[src/design/clcg_shuf_pkg.sv]
// package for the combined lcg shuffle generator
// holds payload types, state codes, generator constants; no dependencies
package clcg_shuf_pkg;

    // default shuffle table depth
    localparam int TABLE_DEPTH_DEF = 32;

    // generator constants, moduli written as 2^31 - c
    localparam logic [15:0] MUL_ONE   = 16'd40014;
    localparam logic [15:0] MUL_TWO   = 16'd40692;
    localparam logic [7:0]  MOD_ONE_C = 8'd85;
    localparam logic [7:0]  MOD_TWO_C = 8'd249;

    // value limits and reset values
    localparam logic [30:0] TOP_VALUE = 31'd2147483562;
    localparam logic [30:0] OUT_MAX   = 31'd2147483305;
    localparam logic [30:0] X_RESET   = 31'd1;
    localparam logic [30:0] Y_RESET   = 31'd123456789;

    // slot divider constants
    localparam longint unsigned TOP_NUM = 64'd2147483562;
    localparam int RECIP_SHIFT = 38;

    // command codes
    localparam logic CMD_DRAW   = 1'b0;
    localparam logic CMD_RESEED = 1'b1;

    // input and output payloads
    typedef struct packed {
        logic        command;
        logic [30:0] seed_value;
    } t_cmd_item;

    typedef struct packed {
        logic [30:0] deviate;
    } t_dev_item;

    // control sequencer states
    typedef enum logic [2:0] {
        ST_IDLE,
        ST_SEED_MUL,
        ST_SEED_RED,
        ST_MUL,
        ST_RED,
        ST_FIX,
        ST_MIX
    } t_state;

endpackage

[src/design/clcg_shuf_stream_if.sv]
// valid/ready stream interface with a typed payload
// no dependencies; payload type set where it is instantiated
interface clcg_shuf_stream_if #(
    parameter type T = logic
) ();
    logic valid;
    logic ready;
    T     data;

    modport source (output valid, output data, input ready);
    modport sink   (input valid, input data, output ready);
endinterface

[src/design/clcg_shuf_modmul.sv]
// constant multiplier with modular fold for moduli of the form 2^31 - c
// product registered, fold and single correction after it; uses clcg_shuf_pkg
module clcg_shuf_modmul #(
    parameter logic [15:0] MULT  = clcg_shuf_pkg::MUL_ONE,
    parameter logic [7:0]  MOD_C = clcg_shuf_pkg::MOD_ONE_C
) (
    input  logic        i_clk,
    input  logic [30:0] i_operand,
    output logic [30:0] o_result
);
    import clcg_shuf_pkg::*;

    localparam logic [31:0] MODULUS = 32'h8000_0000 - 32'(MOD_C);

    logic [46:0] r_prod;
    logic [23:0] w_hi_fold;
    logic [31:0] w_fold;

    // product register, reloaded every cycle
    always_ff @(posedge i_clk) begin
        r_prod <= 47'(i_operand) * 47'(MULT);
    end

    // 2^31 is congruent to c, sum stays below twice the modulus
    assign w_hi_fold = 24'(r_prod[46:31]) * 24'(MOD_C);
    assign w_fold    = 32'(r_prod[30:0]) + 32'(w_hi_fold);
    assign o_result  = (w_fold >= MODULUS) ? 31'(w_fold - MODULUS) : w_fold[30:0];

endmodule

[src/design/clcg_shuf_slot.sv]
// table slot from the previous output: divide by a constant via reciprocal
// two register stages then one compare; uses clcg_shuf_pkg
module clcg_shuf_slot #(
    parameter int TABLE_DEPTH = clcg_shuf_pkg::TABLE_DEPTH_DEF
) (
    input  logic                           i_clk,
    input  logic [30:0]                    i_last,
    output logic [$clog2(TABLE_DEPTH)-1:0] o_slot
);
    import clcg_shuf_pkg::*;

    localparam int A_W  = $clog2(TABLE_DEPTH);
    localparam int Q_W  = $clog2(TABLE_DEPTH + 1);
    localparam int PQ_W = RECIP_SHIFT + Q_W;
    localparam longint unsigned SLOT_DIV = 1 + TOP_NUM / TABLE_DEPTH;
    localparam longint unsigned RECIP    = (64'd1 << RECIP_SHIFT) / SLOT_DIV;
    localparam logic [31:0] SLOT_DIV_32  = 32'(SLOT_DIV);

    logic [PQ_W-1:0] r_pq;
    logic [Q_W-1:0]  r_q;
    logic [31:0]     r_qd;
    logic [Q_W-1:0]  w_q_est;
    logic [32:0]     w_bound;
    logic            w_bump;
    logic [Q_W:0]    w_q_fix;

    // estimate is the true quotient or one below it
    assign w_q_est = r_pq[RECIP_SHIFT +: Q_W];

    always_ff @(posedge i_clk) begin
        r_pq <= PQ_W'(i_last) * PQ_W'(RECIP);
        r_q  <= w_q_est;
        r_qd <= 32'(w_q_est) * SLOT_DIV_32;
    end

    // correct by one, then limit to the last entry
    assign w_bound = 33'(r_qd) + 33'(SLOT_DIV_32);
    assign w_bump  = (33'(i_last) >= w_bound);
    assign w_q_fix = (Q_W+1)'(r_q) + (Q_W+1)'(w_bump);
    assign o_slot  = (w_q_fix > (Q_W+1)'(TABLE_DEPTH - 1)) ? A_W'(TABLE_DEPTH - 1)
                                                            : w_q_fix[A_W-1:0];

endmodule

[src/design/clcg_shuf_table.sv]
// shuffle table memory, one write and one registered read port
// per-entry valid bits make unwritten entries read as zero; uses clcg_shuf_pkg
module clcg_shuf_table #(
    parameter int TABLE_DEPTH = clcg_shuf_pkg::TABLE_DEPTH_DEF
) (
    input  logic                           i_clk,
    input  logic                           i_rst_n,
    input  logic                           i_rd_en,
    input  logic [$clog2(TABLE_DEPTH)-1:0] i_rd_addr,
    output logic [30:0]                    o_rd_data,
    input  logic                           i_wr_en,
    input  logic [$clog2(TABLE_DEPTH)-1:0] i_wr_addr,
    input  logic [30:0]                    i_wr_data
);
    import clcg_shuf_pkg::*;

    logic [30:0]            mem [TABLE_DEPTH];
    logic [TABLE_DEPTH-1:0] r_valid;
    logic [30:0]            r_rd_data;
    logic                   r_rd_valid;

    // storage write and registered read
    always_ff @(posedge i_clk) begin
        if (i_wr_en) begin
            mem[i_wr_addr] <= i_wr_data;
        end
        if (i_rd_en) begin
            r_rd_data <= mem[i_rd_addr];
        end
    end

    // valid bits, cleared at reset
    always_ff @(posedge i_clk) begin
        if (!i_rst_n) begin
            r_valid    <= '0;
            r_rd_valid <= 1'b0;
        end else begin
            if (i_wr_en) begin
                r_valid[i_wr_addr] <= 1'b1;
            end
            if (i_rd_en) begin
                r_rd_valid <= r_valid[i_rd_addr];
            end
        end
    end

    assign o_rd_data = r_rd_valid ? r_rd_data : '0;

endmodule

[src/design/combined_lcg_shuffle_random.sv]
// Combined two-generator LCG with a shuffle table; one deviate per command.
// Channels: i_cmd takes a transaction {command, seed_value}; o_dev returns one
// transaction {deviate} per command, the numerator over 2147483563 in
// 1..2147483305.
// A draw command passes through accept, modular fold of both generators
// (with the slot quotient in parallel), table read, mix and table write back.
// The next command is accepted in the cycle after the result is registered.
// A reseed command adds a warm-up run of generator one, TABLE_DEPTH + 8 steps
// of a multiply state and a fold state each, plus one state to restart the
// multipliers, ahead of its draw.
// Reset restores generator one to 1, generator two to 123456789, the last
// output to 0 and marks every table entry as zero; the reset is synchronous.
// The result sits in an output register; while the receiver stalls, the
// block still accepts and works on the next command and holds before its
// table write until the output register is free.
// Depends on clcg_shuf_pkg, clcg_shuf_stream_if and the submodules.
module combined_lcg_shuffle_random #(
    parameter int TABLE_DEPTH = clcg_shuf_pkg::TABLE_DEPTH_DEF
) (
    input  logic                      i_clk,
    input  logic                      i_rst_n,
    clcg_shuf_stream_if.sink          i_cmd,
    clcg_shuf_stream_if.source        o_dev
);
    import clcg_shuf_pkg::*;

    localparam int A_W = $clog2(TABLE_DEPTH);
    localparam int K_W = $clog2(TABLE_DEPTH + 8);
    localparam logic [K_W-1:0] K_INIT = K_W'(TABLE_DEPTH + 7);
    localparam logic [K_W-1:0] K_TAB  = K_W'(TABLE_DEPTH);

    t_state         r_state, n_state;
    logic [30:0]    r_x, n_x;
    logic [30:0]    r_y, n_y;
    logic [30:0]    r_last, n_last;
    logic [K_W-1:0] r_k, n_k;
    logic [A_W-1:0] r_slot, n_slot;
    logic           r_out_valid, n_out_valid;
    logic [30:0]    r_out_data, n_out_data;

    logic [30:0]    w_x_red;
    logic [30:0]    w_y_red;
    logic [A_W-1:0] w_slot;
    logic [30:0]    w_tab;
    logic [30:0]    w_seed;
    logic [30:0]    w_mix;
    logic           w_accept;
    logic           w_proceed;
    logic           w_rd_en;
    logic           w_wr_en;
    logic [A_W-1:0] w_wr_addr;
    logic [30:0]    w_wr_data;

    // generator one and two steppers
    clcg_shuf_modmul #(.MULT(MUL_ONE), .MOD_C(MOD_ONE_C)) u_gen_one (
        .i_clk     (i_clk),
        .i_operand (r_x),
        .o_result  (w_x_red)
    );

    clcg_shuf_modmul #(.MULT(MUL_TWO), .MOD_C(MOD_TWO_C)) u_gen_two (
        .i_clk     (i_clk),
        .i_operand (r_y),
        .o_result  (w_y_red)
    );

    // slot index from the previous output
    clcg_shuf_slot #(.TABLE_DEPTH(TABLE_DEPTH)) u_slot (
        .i_clk  (i_clk),
        .i_last (r_last),
        .o_slot (w_slot)
    );

    // shuffle table
    clcg_shuf_table #(.TABLE_DEPTH(TABLE_DEPTH)) u_table (
        .i_clk     (i_clk),
        .i_rst_n   (i_rst_n),
        .i_rd_en   (w_rd_en),
        .i_rd_addr (w_slot),
        .o_rd_data (w_tab),
        .i_wr_en   (w_wr_en),
        .i_wr_addr (w_wr_addr),
        .i_wr_data (w_wr_data)
    );

    // handshakes
    assign i_cmd.ready        = (r_state == ST_IDLE);
    assign w_accept           = i_cmd.valid && i_cmd.ready;
    assign w_proceed          = !r_out_valid || o_dev.ready;
    assign o_dev.valid        = r_out_valid;
    assign o_dev.data.deviate = r_out_data;

    // seed with zero taken as one
    assign w_seed = (i_cmd.data.seed_value == '0) ? 31'd1 : i_cmd.data.seed_value;

    // table entry minus generator two, wrapped into 1..TOP_VALUE
    assign w_mix = (w_tab <= r_y) ? 31'(32'(w_tab) + 32'(TOP_VALUE) - 32'(r_y))
                                  : 31'(w_tab - r_y);

    // state registers
    always_ff @(posedge i_clk) begin
        if (!i_rst_n) begin
            r_state     <= ST_IDLE;
            r_x         <= X_RESET;
            r_y         <= Y_RESET;
            r_last      <= '0;
            r_out_valid <= 1'b0;
        end else begin
            r_state     <= n_state;
            r_x         <= n_x;
            r_y         <= n_y;
            r_last      <= n_last;
            r_out_valid <= n_out_valid;
        end
    end

    // working registers without reset
    always_ff @(posedge i_clk) begin
        r_k        <= n_k;
        r_slot     <= n_slot;
        r_out_data <= n_out_data;
    end

    // sequencer next state and control
    always_comb begin
        n_state     = r_state;
        n_x         = r_x;
        n_y         = r_y;
        n_last      = r_last;
        n_k         = r_k;
        n_slot      = r_slot;
        n_out_valid = r_out_valid;
        n_out_data  = r_out_data;
        w_rd_en     = 1'b0;
        w_wr_en     = 1'b0;
        w_wr_addr   = r_slot;
        w_wr_data   = r_x;

        if (r_out_valid && o_dev.ready) begin
            n_out_valid = 1'b0;
        end

        case (r_state)
            ST_IDLE: begin
                if (w_accept) begin
                    if (i_cmd.data.command == CMD_RESEED) begin
                        n_x     = w_seed;
                        n_y     = w_seed;
                        n_k     = K_INIT;
                        n_state = ST_SEED_MUL;
                    end else begin
                        n_state = ST_RED;
                    end
                end
            end
            ST_SEED_MUL: begin
                n_state = ST_SEED_RED;
            end
            ST_SEED_RED: begin
                // warm-up step, the last entries of the run fill the table
                n_x = w_x_red;
                if (r_k < K_TAB) begin
                    w_wr_en   = 1'b1;
                    w_wr_addr = r_k[A_W-1:0];
                    w_wr_data = w_x_red;
                end
                if (r_k == '0) begin
                    n_state = ST_MUL;
                end else begin
                    n_k     = r_k - K_W'(1);
                    n_state = ST_SEED_MUL;
                end
            end
            ST_MUL: begin
                n_state = ST_RED;
            end
            ST_RED: begin
                n_x     = w_x_red;
                n_y     = w_y_red;
                n_state = ST_FIX;
            end
            ST_FIX: begin
                w_rd_en = 1'b1;
                n_slot  = w_slot;
                n_state = ST_MIX;
            end
            ST_MIX: begin
                // refill the slot and emit once the output register is free
                if (w_proceed) begin
                    w_wr_en     = 1'b1;
                    n_last      = w_mix;
                    n_out_valid = 1'b1;
                    n_out_data  = (w_mix > OUT_MAX) ? OUT_MAX : w_mix;
                    n_state     = ST_IDLE;
                end
            end
            default: begin
                n_state = ST_IDLE;
            end
        endcase
    end

`ifndef NO_ASSERTIONS
    // a reseed starts the warm-up run from its full count
    a_reseed_start: assert property (@(posedge i_clk) disable iff (!i_rst_n)
        (w_accept && i_cmd.data.command == CMD_RESEED)
        |=> (r_state == ST_SEED_MUL && r_k == K_INIT))
        else $error("reseed did not start the warm-up run");

    // a completed mix always lands in the output register
    a_mix_emits: assert property (@(posedge i_clk) disable iff (!i_rst_n)
        (r_state == ST_MIX && w_proceed)
        |=> (r_out_valid && r_state == ST_IDLE && r_out_data == $past(n_out_data)))
        else $error("mix result not presented");

    // presented deviates stay inside the numerator range
    a_dev_range: assert property (@(posedge i_clk) disable iff (!i_rst_n)
        o_dev.valid |-> (o_dev.data.deviate != '0 && o_dev.data.deviate <= OUT_MAX))
        else $error("deviate out of range");
`endif

endmodule

[src/flat_wrapper.sv]
// flat-port wrapper written by rule: the top's interface ports become plain ports
module combined_lcg_shuffle_random_flat import clcg_shuf_pkg::*;
#(
    parameter int TABLE_DEPTH = clcg_shuf_pkg::TABLE_DEPTH_DEF
)
  (i_clk, i_rst_n, i_cmd_valid, i_cmd_data, i_cmd_ready, o_dev_valid, o_dev_data, o_dev_ready);
  clcg_shuf_stream_if #(.T(t_cmd_item)) i_cmd_i ();
  clcg_shuf_stream_if #(.T(t_dev_item)) o_dev_i ();
  input  logic i_clk;
  input  logic i_rst_n;
  input wire logic [$bits(i_cmd_i.valid)-1:0] i_cmd_valid;
  input wire logic [$bits(i_cmd_i.data)-1:0] i_cmd_data;
  output wire logic [$bits(i_cmd_i.ready)-1:0] i_cmd_ready;
  output wire logic [$bits(o_dev_i.valid)-1:0] o_dev_valid;
  output wire logic [$bits(o_dev_i.data)-1:0] o_dev_data;
  input wire logic [$bits(o_dev_i.ready)-1:0] o_dev_ready;
  assign i_cmd_i.valid = i_cmd_valid;
  assign i_cmd_i.data = i_cmd_data;
  assign i_cmd_ready = i_cmd_i.ready;
  assign o_dev_valid = o_dev_i.valid;
  assign o_dev_data = o_dev_i.data;
  assign o_dev_i.ready = o_dev_ready;
  combined_lcg_shuffle_random #(.TABLE_DEPTH(TABLE_DEPTH)) u_core (.i_clk(i_clk), .i_rst_n(i_rst_n), .i_cmd(i_cmd_i), .o_dev(o_dev_i));
endmodule
[config.mk]
export PLATFORM = sky130hd
export DESIGN_NAME = combined_lcg_shuffle_random_flat
export DESIGN_NICKNAME = d
export VERILOG_FILES = /design/src/design/clcg_shuf_pkg.sv /design/src/design/clcg_shuf_stream_if.sv /design/src/design/clcg_shuf_modmul.sv /design/src/design/clcg_shuf_slot.sv /design/src/design/clcg_shuf_table.sv /design/src/design/combined_lcg_shuffle_random.sv /design/src/flat_wrapper.sv
export SDC_FILE = /design/constraint.sdc
export NUM_CORES = 2
export LEC_CHECK = 0
export BUFFER_PORTS_ARGS = -buffer_cell sky130_fd_sc_hd__buf_2
export CAP_MARGIN = 10
export CORE_ASPECT_RATIO = 0.6
export CORE_MARGIN = 2
export CORE_UTILIZATION = 30
export CTS_CLUSTER_DIAMETER = 30
export DETAILED_ROUTE_END_ITERATION = 6
export PLACE_DENSITY = 0.46
export RECOVER_POWER = 100
export SLEW_MARGIN = 25
export SYNTH_ARGS = -nofsm -noshare
export SYNTH_HDL_FRONTEND = slang
export SYNTH_SLANG_ARGS = --single-unit
[constraint.sdc]
create_clock -name i_clk -period 21.7 [get_ports i_clk]
set_clock_uncertainty 0.05 [all_clocks]
set_input_delay 4.34 -clock i_clk [delete_from_list [all_inputs] [get_ports i_clk]]
set_output_delay 4.34 -clock i_clk [all_outputs]
set_load 0.01 [all_outputs]
==> results by group <==
Clock tree
  • Skew-Pair Late Insertion Delay: 0.87 ns
  • CTS clk-pin slew, worst paths: 0.06 ns
  • Clock buffer depth: 4
  • CTS tree: done
  • Sink Count: 1,323
  • TritonCTS buffer count: 233
  • CTS resizes: 0
  • Root buffer cell: clkbuf_16
  • Post-CTS setup buffer count: 0
  • H-tree levels: 4
  • CTS hold repair buffers: 0

Yosys
  • Synth Warn #: 0
  • Area leader, netlist: edfxtp_1
  • Syn Nets: 7,490
  • Asr flop ratio synth: 0
  • Largest family of logic cells by synthesized area: adder cells
  • Sequential fraction of the synthesis area: 0.4711
  • Complex-gate fraction of the synthesized area: 0.1068
  • Area contributors post-synth: edfxtp_1, fa_1, ha_1, dfxtp_1, mux4_2
  • Cell Area, Synth: 78,850 um2
  • Post-synthesis xor/xnor area fraction: 0.02699
  • Avg Synthesized Cell Area: 12.33 um2
  • Adder-Cell Fraction of Synth Area: 0.2126
  • Gate Count Post-Synth: 6,394
  • Post-synth top cells: edfxtp_1, inv_1, ha_1
  • Number of synthesized flops with an enable pin: 1,065
  • Count leader, synth: edfxtp_1
  • Synth cell types: 94
  • Mux cell area share after synthesis: 0.05847
  • Simple-gate share of the synthesized area: 0.07182
  • Yosys top cell area share: 0.4056
  • Commonest register cell after synthesis: edfxtp_1
  • Register bit total from synthesis: 1,323

Timing
  • Setup violations, final: 0
  • Min Tclk post-route: 12.85 ns
  • Max transition margin: -1.851
  • Total negative slack: 0 ns
  • Slew @ Worst Pin: 4.231 ns
  • RSZ-0062 raised after global routing: false
  • Max Clk Rate: 77.81 MHz
  • Slew Viols, Final: 1,915
  • Hold violation count in the final report: 0
  • Period utilization: 0.5922

Place
  • DP Wirelength: 177,300 um
  • Port bufs: 68
  • RePlAce Congestion: 0.8948

Route
  • DRC errors left: 0
  • Post-route ant nets: 0
  • Drt first pass iters: 6
  • DRC marker count from the first detailed-route iteration: 5,098
  • Vias: 53,050
  • Via-to-Cell Ratio: 5.193
  • DR WL/cell: 25.23 um
  • Final wirelength: 257,700 um

Hold path
  • Min-Delay Path Class: reg -> reg

Job
  • Max Cap Viol: 64

Critical path
  • Crit end category: flip-flop
  • Slowest cell delay on critical path: 2.96 ns
  • Largest fanout on the critical path: 155
  • Required @ worst endpoint: 22.27 ns
  • WP data arrival: 13.42 ns
  • Slowest-stage cell, CP: clkbuf_1
  • CP Launch Type: flip-flop
  • Setup Crit Path Kind: reg -> reg

Floorplan
  • # rows: 145
  • Starting density of the core: 0.3022
  • Die height: 401.1 um
  • Io pins: 69
  • Die X: 665.9 um
  • Core area: 260,900 um2
  • Total die area: 267,100 um2

Finish
  • Final nets: 7,660
  • Area Overhead vs Synth: 15.92%
  • Share of layout cells above drive strength 1: 0.1082

Global route
  • GRT Overall Usage: 0.1906
  • First-pass GRT wire length: 374,500 um
  • Number of global-route vias before repair: 52,180
  • Initial antenna violation count: 22
  • Largest net degree at the start of global routing: 156
  • Gr ovfl total: 0

Run status
  • Failing checks: max-capacitance violations, max-slew violations
  • Status: finished with violations
metal layers:
layer / part of all wire / routed length (um) / track usage
met4: 0.016 / 4055 / 0.02986
met5: 0.00012 / 32 / 0
met3: 0.083 / 21410 / 0.04261
met1: 0.51 / 131900 / 0.3106
met2: 0.39 / 100300 / 0.2547
cells in the final DEF (no fill, tap or decap), types with 37 or more instances in the layout:
cell	netlist	routed
edfxtp_1	1065	1065
inv_1	850	848
ha_1	594	593
fa_1	466	466
nand2_1	416	416
o21ai_0	300	304
nor2_1	313	296
dfxtp_1	258	257
clkbuf_16	0	239
a21oi_1	212	213
mux4_2	192	192
xnor2_1	170	170
o22ai_1	148	148
o221ai_1	136	136
clkbuf_1	180	115
a21o_1	96	96
nand3_1	83	83
nor3_1	83	83
xor2_1	73	73
and3_1	44	44
inv_6	0	44
o21a_1	41	41
a211oi_1	40	39
nand4_1	37	37
sequential cells by signal (all words and copies together) (netlist names), 27 cells and up:
register / cells
u_core.o_dev.data: 31
u_core.r_last: 31
u_core.r_x: 31
u_core.r_y: 31
u_core.u_gen_one.r_prod: 46
u_core.u_gen_two.r_prod: 45
u_core.u_slot.r_qd: 27
u_core.u_table.mem: 992
u_core.u_table.r_rd_data: 31
u_core.u_table.r_valid: 32
stage by stage:
| stage | setup WS [ns] | cells | instance area, um2 | util | hold WS, ns |
|---|---|---|---|---|---|
| after floorplan | 14.63 | 6394 | 78850 | - | 0.3054 |
| after global placement | 12.75 | 9774 | 83840 | 0.3214 | 0.3235 |
| after detailed placement | 12.97 | 9778 | 83940 | 0.3217 | 0.3129 |
| after CTS | 12.99 | 10210 | 92080 | 0.3530 | 0.3207 |
| after global routing | 7.962 | 10210 | 91400 | 0.3503 | 0.3374 |
| final | 8.848 | 10220 | 91410 | 0.3504 | 0.3202 |
path summary, 6_finish.rpt:
kind                         start                            to  slack, ns  depth (start not counted)
max          u_core.u_slot.r_qd[7]  u_core.u_table.r_rd_data[17]       8.85                         28
min              u_core.r_last[29]        u_core.u_slot.r_pq[41]       0.32                          0
max reg2reg  u_core.u_slot.r_qd[7]  u_core.u_table.r_rd_data[17]       8.85                         28
min reg2reg      u_core.r_last[29]        u_core.u_slot.r_pq[41]       0.32                          0
cells by family (layout without fill, tap and decap cells):
| group | count (synthesis) | count (layout) |
|---|---|---|
| other | 0 | 4 |
| DFF | 1323 | 1323 |
| muxes | 220 | 220 |
| and+or+nand+nor | 1200 | 1200 |
| buffers and inverters | 1083 | 1446 |
| AOI/OAI and AO/OA | 1265 | 1265 |
| adders and majority gates | 1060 | 1060 |
| xor gates and xnor gates | 243 | 243 |
cell type report:
cell class | instances | area, um2
Multi-Input combinational cell | 3988 | 37750
Timing Repair Buffer | 167 | 842.1
Clock inverter | 169 | 2009
Fill cell | 25490 | 169500
Sequential cell | 1323 | 37150
Clock buffer | 259 | 6136
Tap cell | 3454 | 4322
Antenna cell | 4 | 10.01
Inverter | 851 | 3196
critical path: cells and delay by family, from the launching register on:
kind | cells | cell delay (ns)
buf+inv | 3 | 5.45
compound gates | 10 | 2.86
fa+ha+maj | 3 | 0.70
xor+xnor | 1 | 0.16
mux | 2 | 0.93
simple gates | 9 | 1.84
flops | 1 | 0.35
Power is not shown: default switching activity piles up to over one toggle a cycle in this logic, so the estimate is an artifact.
